**config.mk**
```make
export PLATFORM = sky130hd
export DESIGN_NAME = blpc_ctrl
export DESIGN_NICKNAME = d
export VERILOG_FILES = /design/src/hdl/blpc_pkg.sv /design/src/hdl/blpc_ctrl.sv
export SDC_FILE = /design/constraint.sdc
export NUM_CORES = 1
export LEC_CHECK = 0
export BUFFER_PORTS_ARGS = -buffer_cell sky130_fd_sc_hd__buf_2
export CAP_MARGIN = 20
export CORE_AREA = 2 2 39 41
export CTS_CLUSTER_SIZE = 12
export DETAILED_ROUTE_END_ITERATION = 10
export DIE_AREA = 0 0 41 43
export HOLD_SLACK_MARGIN = 0.05
export PLACE_DENSITY = 0.36
export SYNTH_ARGS = -nofsm -noshare
export SYNTH_HDL_FRONTEND = slang
export SYNTH_SLANG_ARGS = --single-unit
```
**constraint.sdc**
```tcl
create_clock -name clk -period 1.22 [get_ports clk]
set_input_delay 0.183 -clock clk [delete_from_list [all_inputs] [get_ports clk]]
set_output_delay 0.183 -clock clk [all_outputs]
set_load 0.1 [all_outputs]
```
**src/hdl/blpc_pkg.sv**
```systemverilog
`timescale 1ns / 1ps
// ----------------------------------------------------------------------------
// Box leader clustering package
// Shared constants, payload structs and controller/datapath interface types.
// ----------------------------------------------------------------------------
package blpc_pkg;

	localparam int MAX_CLUSTERS = 64;
	localparam int COORD_W      = 16;
	localparam int IDX_W        = $clog2(MAX_CLUSTERS);
	localparam int CNT_W        = IDX_W + 1;
	localparam int GAP_W        = COORD_W + 1;
	localparam int DIST_W       = 18;
	localparam int LABEL_W      = 6;
	localparam int TOTAL_W      = 7;
	localparam int PADDR_W      = 2;
	localparam int PDATA_W      = 32;

	localparam logic [PADDR_W-1:0] REG_SENSITIVITY = 2'd0;
	localparam logic [DIST_W-1:0]  SENS_RESET      = 18'd1024;

	typedef struct packed {
		logic                      first_of_cloud;
		logic signed [COORD_W-1:0] coord_x;
		logic signed [COORD_W-1:0] coord_y;
		logic signed [COORD_W-1:0] coord_z;
	} point_t;

	typedef struct packed {
		logic [LABEL_W-1:0] label;
		logic               opened_new;
		logic               table_full;
		logic [DIST_W-1:0]  best_distance;
		logic [TOTAL_W-1:0] cluster_total;
	} result_t;

	typedef struct packed {
		logic load;
		logic scan;
		logic decide;
	} ctrl_cmd_t;

	typedef struct packed {
		logic scan_done;
		logic pipe_empty;
		logic out_busy;
	} dp_status_t;

endpackage

```
**src/hdl/blpc_ctrl.sv**
```systemverilog
`timescale 1ns / 1ps
// ----------------------------------------------------------------------------
// Box leader clustering controller
// Sequences load, table scan, drain of the distance pipeline and the update.
// ----------------------------------------------------------------------------
module blpc_ctrl
	import blpc_pkg::*;
(
	input  logic       clk,
	input  logic       arst_n,
	input  logic       point_valid,
	output logic       point_stall,
	input  dp_status_t status,
	output ctrl_cmd_t  cmd
);

	typedef enum logic [1:0] {
		ST_IDLE,
		ST_SCAN,
		ST_DECIDE
	} state_t;

	state_t state_q;

	always_comb begin
		point_stall = (state_q != ST_IDLE);
		cmd.load    = (state_q == ST_IDLE) && point_valid;
		cmd.scan    = (state_q == ST_SCAN);
		cmd.decide  = (state_q == ST_DECIDE) && !status.out_busy;
	end

	always_ff @(posedge clk or negedge arst_n) begin
		if (!arst_n) begin
			state_q <= ST_IDLE;
		end else begin
			case (state_q)
				ST_IDLE: begin
					if (point_valid) state_q <= ST_SCAN;
				end
				ST_SCAN: begin
					if (status.scan_done && status.pipe_empty) state_q <= ST_DECIDE;
				end
				ST_DECIDE: begin
					if (!status.out_busy) state_q <= ST_IDLE;
				end
				default: state_q <= ST_IDLE;
			endcase
		end
	end

endmodule

```
### Word-level counts from Yosys, hierarchy flattened

Cells that the tools add are included.

* multiplexer cells: 4
* equality and inequality tests: 5
* reduce and logical (&&, ||, !) cells: 7

Operator list (number)
* 2-bit two-way mux: 3
* 2-bit one-hot mux with 3 select lines: 1
* 2-bit inequality test, second input constant: 2
* 1-bit logical AND: 3
* 3-bit AND reduction: 1
* 2-bit by 1-bit equality test with 1-bit output, second input constant: 1
* 2-bit equality test, second input constant: 1
* 2-bit logical NOT: 1
* 2-bit by 1-bit inequality test with 1-bit output, second input constant: 1
* 2-bit nonzero test: 1
* 1-bit logical NOT: 1

* bits in registers: 2
* bits of input ports: 6

### Depth between registers and ports, before layout

Gate-level depths: netlist of run 1.

* word-level depth: 3
* depth in mapped cells: 2
* mapped depth without buffers: 2

### Worst setup path after synthesis of run 1

No wires, ideal clock.

* kind: flip-flop to output port
* start point: reg state_q[0]
* end point: out cmd[2] (netlist bit)
* buffers on the path: 0
* path slack: -1.377 ns
* stages on the path, launching flop included: 3
* data arrival time: 2.414 ns
* cell sequence: dfrtp_1 > or2_1 > nor2_1

RTL lines
* start: declaration: line blpc_ctrl.sv:23 `state_t state_q;`
* start signal: assignment: line blpc_ctrl.sv:34 `state_q <= ST_IDLE;`
* start signal: assignment: line blpc_ctrl.sv:38 `if (point_valid) state_q <= ST_SCAN;`
* start signal: assignment: line blpc_ctrl.sv:41 `if (status.scan_done && status.pipe_empty) state_q <= ST_DECIDE;`
* end: declaration: line blpc_ctrl.sv:14 `output ctrl_cmd_t cmd`

==> results of run 1 <==
layer usage:
layer	global-route usage [%]	part of all wire, %
met5	0	0
met2	5.63	33
met4	6.00	0
met3	5.24	13
met1	9.03	54
cell usage after synthesis:
cell type,n
inv_1,1
nor2b_4,1
and2b_1,1
a311oi_1,1
nor2b_1,1
dfrtp_1,2
a32o_2,1
or2_1,1
nor2_1,2
layout by cell type (no fill, tap or decap):
cell type      n
a311oi_1       1
a32o_2         1
and2b_2        1
buf_12         4
buf_2          5
buf_4          2
clkbuf_4       3
dfrtp_1        2
dlygate4sd3_1  1
inv_1          1
nor2_1         1
nor2_4         1
nor2b_2        1
nor2b_4        1
or2_4          1
power breakdown:
| part | total, W | switching (W) | internal, W | leakage, nW |
|---|---|---|---|---|
| Sequential | 0.0000988 | 0.0000169 | 0.0000819 | 0.0246 |
| Clock | 0.000144 | 0.0000357 | 0.000108 | 0.0138 |
| Combinational | 0.000482 | 0.000294 | 0.000189 | 0.109 |
critical path: cells and delay by family (launching register included):
kind	cells	cell delay [ns]
flops	1	0.39
simple gates	2	0.39
buf+inv	1	0.18
cells by family (layout without fill, tap and decap cells):
logic type             Yosys count  in the layout  share of synthesized area, %
buffers and inverters            1             16                          3.26
and+or+nand+nor                  6              6                          35.9
DFF                              2              2                          43.5
AOI/OAI and AO/OA                2              2                          17.4
final timing paths:
check	start	endpoint	slack (ns)	cells past startpoint
setup / recovery	state_q[1]	cmd[2]	-0.15	3
hold / removal	status[1]	state_q[0]	0.17	2
setup reg to reg	state_q[0]	state_q[1]	0.16	3
hold reg to reg	state_q[1]	state_q[0]	0.48	1
max in group asynchronous	arst_n	state_q[1]	0.84	2
min in group asynchronous	arst_n	state_q[0]	0.28	2
area by class of cell:
| cell class | instances | area [um2] |
|---|---|---|
| Tap cell | 16 | 20.0 |
| Fill cell | 149 | 1080 |
| Multi-Input combinational cell | 8 | 75.1 |
| Clock buffer | 3 | 22.5 |
| Timing Repair Buffer | 12 | 130 |
| Sequential cell | 2 | 50.0 |
| Inverter | 1 | 3.75 |
what timing repair did:
item / in CTS / in global routing
buffers inserted: 1 / 0
pin swaps: 2 / 0
endpoints found under the hold margin: 2 / 0
resized for setup: 1 / 0
hold buffers: 1 / 0
setup endpoints to repair: 4 / 4
through the flow:
stage / hold WS (ns) / setup slack [ns] / cells
3_5_place_dp: -0.0282 / 0.0380 / 37
6_report: 0.174 / -0.148 / 42
2_1_floorplan: -0.113 / -0.281 / 11
5_1_grt: 0.189 / -0.201 / 42
4_1_cts: 0.165 / -0.160 / 42
3_3_place_gp: -0.0264 / 0.0349 / 37
==> metrics.md, run 1 <==
| Metric | Value |
|---|---|
| Final setup fails | 4 |
| Gr usage total | 6.53% |
| DR vias | 136 |
| Drt first pass iters | 4 |
| Final core utilization | ~22% |
| Vias per cell | 3.24 |
| Worst Path Arrival | about 1.2 ns |
| CP max stage cell | dfrtp_1 |
| Area growth syn-to-layout | 162% |
| Netlist cell types | 9 |
| Number of flip-flops under the largest register name | 2 |
| Area leader, netlist | dfrtp_1 |
| Layout cells sized above 1 | 76.9% |
| Biggest regs | state_q x2 |
| Post-Layout Inst Area | 302 um2 |
| H-tree depth | 1 |
| Placed cell area | 259 um2 |
| Synth warn | 0 |
| Syn_area_per_cell | 10.5 um2 |
| Biggest register | state_q |
| CP peak stage delay | 0.39 ns |
| Synth Register Bits | 2 |
| Leakage power | 0.148 nW |
| RSZ-0062 raised after global routing | yes |
| Row cnt | 14 |
| ANT nets after route | 0 |
| Clock Path Buffers | 2 |
| Slew @ Worst Pin | 0.204 ns |
| CP Max Fanout | 4 |
| Die Wd | 41 um |
| Initial DRC count | 2 |
| Largest net degree at the start of global routing | 5 |
| Vias in the first global route | 147 |
| Chip height | 43 um |
| Power Density | 2410 nW/um2 |
| First-pass GRT wire length | 676 um |
| Clock Skews | 0.00414 ns |
| CTS Sinks | 2 |
| Post-synth design cell area | 115 um2 |
| GP Congestion | 0.532 |
| DRC | 0 |
| Port Buffers | 9 |
| Crit end category | output port |
| CTS buffer count | 3 |
| Synth Instances | 11 |
| Status | finished, violations left |
| Slew HR | a little under nine tenths |
| Final count of hold timing violations | 0 |
| Initial Utilization | 8.32% |
| Initial antenna violation count | 0 |
| I/O pin count | 10 |
| Peak VDD IR | 0.000895 V |
| Hold crit path type | in -> reg |
| Worst Setup Path Type | reg -> out |
| Max Cap Viol | 0 |
| Crit-path cells | or2_4, nor2_4, buf_12 |
| Setup TNS | -0.366 ns |
| Clk_lat worst skew | 0.22 ns |
| Core area | about 1400 um2 |
| WP data required | 1.04 ns |
| Overall routed net length | 368 um |
| Seq/Total Area, Yosys | 43.5% |
| Failing checks | negative setup slack |
| Tcrit/Tclk final | 112% |
| Setup ws final | -0.148 ns |
| Total power | 0.000725 W |
| Top post-synthesis cells by area | dfrtp_1 (43%), nor2b_4 (12%), a32o_2 (9.8%) |
| Post-synth net total | 17 |
| Tmin final | 1.37 ns |
| Net count, final | 34 |
| CTS Root Cell | clkbuf_4 |
| # diodes | 0 |
| Fmax | 731 MHz |
| Area share of the largest cell type after synthesis | 43.5% |
| Total grt overflow | 0 |
| Die ar. | 1760 um2 |
| Count of final max-slew check failures | 0 |
| Setup crit start kind | flip-flop |
| CTS tree | built |
| WL per Instance | around 8.8 um |
| DP HPWL | 290 um |
| Clk pin slew, worst setup/hold paths | 0.03 ns |
Note: power is estimated with default switching activity, not from simulation.
==> run 2, diff against run 1 <==
--- a/config.mk
+++ b/config.mk
@@ -5,8 +5,7 @@
 export SDC_FILE = /design/constraint.sdc
 export NUM_CORES = 1
 export LEC_CHECK = 0
-export BUFFER_PORTS_ARGS = -buffer_cell sky130_fd_sc_hd__buf_2
-export CAP_MARGIN = 20
+export BUFFER_PORTS_ARGS = -buffer_cell sky130_fd_sc_hd__buf_4
 export CORE_AREA = 2 2 39 41
 export CTS_CLUSTER_SIZE = 12
 export DETAILED_ROUTE_END_ITERATION = 10
==> metrics.md, run 2 (synthesis results as in run 1) <==
| Metric | Value |
|---|---|
| Vias per cell | 3.14 (was 3.24) |
| Initial Utilization | 8.32% (unchanged) |
| DP HPWL | 297 um (was 290 um) |
| Multi-input gate area in the final layout | 75.1 um2 (unchanged) |
| # diodes | 0 (unchanged) |
| Initial antenna violation count | 0 (unchanged) |
| Drt first pass iters | 1 (was 4) |
| Max Cap Viol | 0 (unchanged) |
| Commonest non-fill, non-tap cell in the layout | buf_4 (was buf_2) |
| Comb pwr share | 68.6% (was 66.5%) |
| Area growth syn-to-layout | 189% (was 162%) |
| CTS Sinks | 2 (unchanged) |
| Tcrit/Tclk final | 111% (was 112%) |
| Setup ws final | -0.137 ns (was -0.148 ns) |
| Final count of hold timing violations | 0 (unchanged) |
| Slew @ Worst Pin | 0.225 ns (was 0.204 ns) |
| Vias in the first global route | 165 (was 147) |
| H-tree depth | 1 (unchanged) |
| Flop pwr share | 12.7% (was 13.6%) |
| Worst Setup Path Type | reg -> out (unchanged) |
| Sw Share | 46.0% (was 47.7%) |
| Clk_lat worst skew | 0.22 ns (about the same) |
| Reg area | 50.0 um2 (unchanged) |
| Biggest regs | state_q x2 (unchanged) |
| Overall routed net length | 366 um (was 368 um) |
| Initial DRC count | 0 (was 2) |
| Layout cells sized above 1 | 78.6% (was 76.9%) |
| Core area | 1380 um2 (unchanged) |
| Power Density | 2320 nW/um2 (was 2410 nW/um2) |
| Clock Skews | 0.00202 ns (was 0.00414 ns) |
| Die Wd | 41 um (unchanged) |
| Internal power | 0.000416 W (was 0.000379 W) |
| Slew HR | 84.9% (was 86.3%) |
| Largest net degree at the start of global routing | 5 (unchanged) |
| Total grt overflow | 0 (unchanged) |
| CTS Root Cell | clkbuf_4 (unchanged) |
| Family with the most delay on the worst path | flip-flops (unchanged) |
| Peak VDD IR | 0.000760 V (was 0.000895 V) |
| Cell count after placement | 39 (was 37) |
| Port Buffers | 9 (unchanged) |
| Setup crit start kind | flip-flop (unchanged) |
| Net count, final | 36 (was 34) |
| Count of final max-slew check failures | 0 (unchanged) |
| FILL cells | 147 (was 149) |
| Die ar. | 1760 um2 (unchanged) |
| Chip height | 43 um (unchanged) |
| Crit-path cells | or2_4, nor2_4, buf_12 (unchanged) |
| Hold path startpoint | status[1] (unchanged) |
| Crit end category | output port (unchanged) |
| Worst slack, placed | -0.00439 ns (was 0.0380 ns) |
| Failing checks | negative setup slack (unchanged) |
| DRC | 0 (unchanged) |
| Total power | 0.000771 W (was 0.000725 W) |
| Clk pin slew, worst setup/hold paths | 0.03 ns (about the same) |
| Fmax | 737 MHz (was 731 MHz) |
| Status | finished, violations left (unchanged) |
| Row cnt | 14 (unchanged) |
| Tmin final | 1.36 ns (was 1.37 ns) |
| Number of flip-flops under the largest register name | 2 (unchanged) |
| Reg2reg start | state_q[0] (unchanged) |
| GP Congestion | 0.509 (was 0.532) |
| I/O pin count | 10 (unchanged) |
| First-pass GRT wire length | 648 um (was 676 um) |
| Most frequent cells in the layout | buf_4 (8), buf_12 (4), clkbuf_4 (3), dfrtp_1 (2) (was buf_2 (5), buf_12 (4), clkbuf_4 (3), buf_4 (2), dfrtp_1 (2)) |
| CP peak stage delay | 0.39 ns (about the same) |
| RSZ-0062 raised after global routing | yes (unchanged) |
| Clock Path Buffers | 2 (unchanged) |
| CP Max Fanout | 4 (unchanged) |
| Worst Path Arrival | 1.17 ns (was 1.18 ns) |
| WL per Instance | 8.32 um (was 8.76 um) |
| Gr usage total | 6.22% (was 6.53%) |
| WP data required | 1.04 ns (about the same) |
| Critical path startpoint | state_q[1] (unchanged) |
| Hold crit path type | in -> reg (unchanged) |
| DR vias | 138 (was 136) |
| CTS tree | built (unchanged) |
| Sw power | 0.000355 W (was 0.000346 W) |
| CP max stage cell | dfrtp_1 (unchanged) |
| Non-Filler Instances | 44 (was 42) |
| Leakage power | 0.163 nW (was 0.148 nW) |
| Biggest register | state_q (unchanged) |
| Buf/Inv on CP | 1 (unchanged) |
| CTS buffer count | 3 (unchanged) |
| Clock network power share | 18.7% (was 19.9%) |
| ANT nets after route | 0 (unchanged) |
| Final setup fails | 4 (unchanged) |
==> run 2: path summary, 6_finish.rpt <==
path / slack [ns] / cells past startpoint / end
max reg2reg: 0.06 / 4 / state_q[1]
max in group asynchronous: 0.84 / 2 / state_q[0]
min in group asynchronous: 0.29 / 2 / state_q[1]
min: 0.17 / 2 / state_q[0]
max: -0.14 / 3 / cmd[2]
min reg2reg: 0.48 / 1 / state_q[0]
==> run 2: metrics by stage <==
| stage | hold slack (ns) | area (um2) | TNS [ns] | utilization, % |
|---|---|---|---|---|
| detailed placement | -0.0288 | 236 | -0.00439 | 17.1 |
| global placement | -0.0313 | 236 | -0.00537 | 17.1 |
| floorplan | -0.113 | 126 | -0.316 | - |
| global route | 0.168 | 333 | -0.655 | 24.1 |
| CTS | 0.167 | 333 | -0.490 | 24.1 |
| finish | 0.173 | 333 | -0.436 | 24.1 |
==> run 2: cell type report <==
class / instances / area share [%]
multi-input combinational: 8 / 22.6
inverter: 1 / 1.13
clock buffer: 3 / 6.77
sequential: 2 / 15.0
tap: 16 / 6.02
timing repair buffer: 14 / 48.5
==> run 2: metal layers <==
layer | GRT usage [%] | part of all wire [%]
met1 | 8.36 | 52
met2 | 5.63 | 36
met3 | 3.14 | 12
met4 | 8.00 | 0
met5 | 0 | 0
==> run 2: timing repair <==
| action | CTS | global route |
|---|---|---|
| setup endpoints to repair | 4 | 4 |
| pin swaps | 2 | 0 |
| buffers inserted | 1 | 0 |
| endpoints found under the hold margin | 2 | 0 |
| hold buffers | 1 | 0 |
| resized for setup | 14 | 0 |
==> run 2: power groups by stage <==
stage | sequential [W] | combinational, W | clock, W
after global placement | 0.0000966 | 0.000410 | 0
after detailed placement | 0.0000967 | 0.000411 | 0
after floorplan | 0.0000985 | 0.000300 | 0
after global routing | 0.000102 | 0.000551 | 0.000163
final | 0.0000981 | 0.000529 | 0.000144
after CTS | 0.0000975 | 0.000532 | 0.000155
==> run 3, diff against run 2 <==
--- a/config.mk
+++ b/config.mk
@@ -11,7 +11,9 @@
 export DETAILED_ROUTE_END_ITERATION = 10
 export DIE_AREA = 0 0 41 43
 export HOLD_SLACK_MARGIN = 0.05
+export MAX_ROUTING_LAYER = met4
 export PLACE_DENSITY = 0.36
+export REMOVE_ABC_BUFFERS = 1
 export SYNTH_ARGS = -nofsm -noshare
 export SYNTH_HDL_FRONTEND = slang
 export SYNTH_SLANG_ARGS = --single-unit
==> metrics.md, run 3 (synthesis results as in run 1) <==
| Metric | Value |
|---|---|
| RSZ-0062 raised after global routing | yes (unchanged) |
| Post-Layout Inst Area | 359 um2 (was 333 um2) |
| R2R Setup Slk | 0.03 ns (was 0.06 ns) |
| Fmax | 741 MHz (was 737 MHz) |
| CP peak stage delay | 0.40 ns (was 0.39 ns) |
| CTS buffer count | 3 (unchanged) |
| Layout cells sized above 1 | 80.6% (was 78.6%) |
| Port Buffers | 9 (unchanged) |
| Failing checks | negative setup slack (unchanged) |
| Slew @ Worst Pin | 0.234 ns (was 0.225 ns) |
| Vias in the first global route | 169 (was 165) |
| Overall routed net length | 389 um (was 366 um) |
| Setup crit start kind | flip-flop (unchanged) |
| CTS tree | built (unchanged) |
| CTS Root Cell | clkbuf_4 (unchanged) |
| Slew HR | 84.3% (was 84.9%) |
| CP max stage cell | dfrtp_1 (unchanged) |
| Area growth syn-to-layout | 212% (was 189%) |
| Largest net degree at the start of global routing | 5 (unchanged) |
| Initial antenna violation count | 0 (unchanged) |
| Clock Skews | 0.00114 ns (was 0.00202 ns) |
| Peak VDD IR | 0.000692 V (was 0.000760 V) |
| Crit end category | output port (unchanged) |
| # diodes | 0 (unchanged) |
| ANT nets after route | 0 (unchanged) |
| Clk pin slew, worst setup/hold paths | 0.03 ns (about the same) |
| Non-Filler Instances | 47 (was 44) |
| Final setup fails | 4 (unchanged) |
| Number of flip-flops under the largest register name | 2 (unchanged) |
| Leakage power | 0.179 nW (was 0.163 nW) |
| Biggest regs | state_q x2 (unchanged) |
| Die ar. | 1760 um2 (unchanged) |
| DRC | 0 (unchanged) |
| Setup TNS | -0.482 ns (was -0.436 ns) |
| FILL cells | 142 (was 147) |
| CTS Sinks | 2 (unchanged) |
| Most frequent cells in the layout | buf_4 (10), buf_12 (4), clkbuf_4 (3), buf_6 (2), dfrtp_1 (2) (was buf_4 (8), buf_12 (4), clkbuf_4 (3), dfrtp_1 (2)) |
| Vias per cell | 3.40 (was 3.14) |
| Cell count after placement | 39 (unchanged) |
| Placed cell area | 225 um2 (was 236 um2) |
| GP Congestion | 0.610 (was 0.509) |
| Max Cap Viol | 0 (unchanged) |
| First-pass GRT wire length | 655 um (was 648 um) |
| WL per Instance | 8.28 um (was 8.32 um) |
| Clk_lat worst skew | 0.22 ns (about the same) |
| Clock Path Buffers | 2 (unchanged) |
| Total grt overflow | 0 (unchanged) |
| Initial Utilization | 8.32% (unchanged) |
| Setup ws final | -0.130 ns (was -0.137 ns) |
| I/O pin count | 10 (unchanged) |
| Tcrit/Tclk final | 111% (about the same) |
| Tmin final | 1.35 ns (was 1.36 ns) |
| Worst Setup Path Type | reg -> out (unchanged) |
| Gr usage total | 6.38% (was 6.22%) |
| Count of final max-slew check failures | 0 (unchanged) |
| Chip height | 43 um (unchanged) |
| WP data required | 1.04 ns (about the same) |
| Fin Hold WS | 0.174 ns (was 0.173 ns) |
| Power Density | 2230 nW/um2 (was 2320 nW/um2) |
| Core area | 1380 um2 (unchanged) |
| Crit-path cells | or2_4, nor2_4, buf_12 (unchanged) |
| Multi-input gate area in the final layout | 75.1 um2 (unchanged) |
| Final count of hold timing violations | 0 (unchanged) |
| DR vias | 160 (was 138) |
| Row cnt | 14 (unchanged) |
| Status | finished, violations left (unchanged) |
| Net count, final | 39 (was 36) |
| Initial DRC count | 2 (was 0) |
| Commonest non-fill, non-tap cell in the layout | buf_4 (unchanged) |
| Die Wd | 41 um (unchanged) |
| Hold crit path type | in -> reg (unchanged) |
| H-tree depth | 1 (unchanged) |
| CP Max Fanout | 4 (unchanged) |
| Biggest register | state_q (unchanged) |
| Drt first pass iters | 3 (was 1) |
| Reg area | 50.0 um2 (unchanged) |
| Worst Path Arrival | 1.17 ns (about the same) |
## run 3: cell types whose count changed in the layout (fill, tap and decap cells not counted), sizes merged
| cell | before | now |
|---|---|---|
| buf | 13 | 16 |
## run 3: metal layers
| metal | wire, um | global-route usage (%) | vias to the layer above |
|---|---|---|---|
| met5 | 0 | - | - |
| met4 | 15 | 8.00 | 0 |
| met3 | 51 | 3.66 | 2 |
| met2 | 146 | 5.63 | 12 |
| met1 | 175 | 8.04 | 68 |
| li1 | - | - | 78 |
## run 3: path summary, 6_finish.rpt
path | from | end | cells past startpoint
min | status[1] | state_q[0] | 2
max | state_q[0] | cmd[2] | 3
max in group asynchronous | arst_n | state_q[0] | 2
min in group asynchronous | arst_n | state_q[1] | 2
min reg2reg | state_q[1] | state_q[0] | 3
max reg2reg | state_q[1] | state_q[1] | 6
## run 3: layout make-up
| type | instances | area share (%) |
|---|---|---|
| Inverter | 1 | 1.05 |
| Multi-Input combinational cell | 8 | 20.9 |
| Sequential cell | 2 | 13.9 |
| Timing Repair Buffer | 17 | 52.3 |
| Tap cell | 16 | 5.57 |
| Clock buffer | 3 | 6.27 |
## run 3: timing repair
item | 4_1_cts | 5_1_grt
endpoints found under the setup margin | 4 | 4
setup buffers | 3 | 1
pin swaps | 2 | 1
hold endpoints to repair | 2 | 0
gates resized for setup | 14 | 5
hold buffers | 1 | 0
## run 3: power by group
group / switching [W] / internal, W
logic: 0.000308 / 0.000252
registers: 0.0000154 / 0.0000819
clock network: 0.0000369 / 0.000108
## run 3: through the flow
stage | utilization [%] | total power (W) | worst slack, ns
global placement | 16.3 | 0.000480 | 0.0340
global route | 25.9 | 0.000848 | -0.177
detailed placement | 16.3 | 0.000485 | 0.00514
floorplan | - | 0.000376 | -1.38
CTS | 24.3 | 0.000771 | -0.187
finish | 25.9 | 0.000802 | -0.130
## run 3: critical path, delay by kind of cell, from the launching register on
kind	cells	cell delay (ns)
DFF	1	0.40
and+or+nand+nor	2	0.36
buffers and inverters	1	0.18
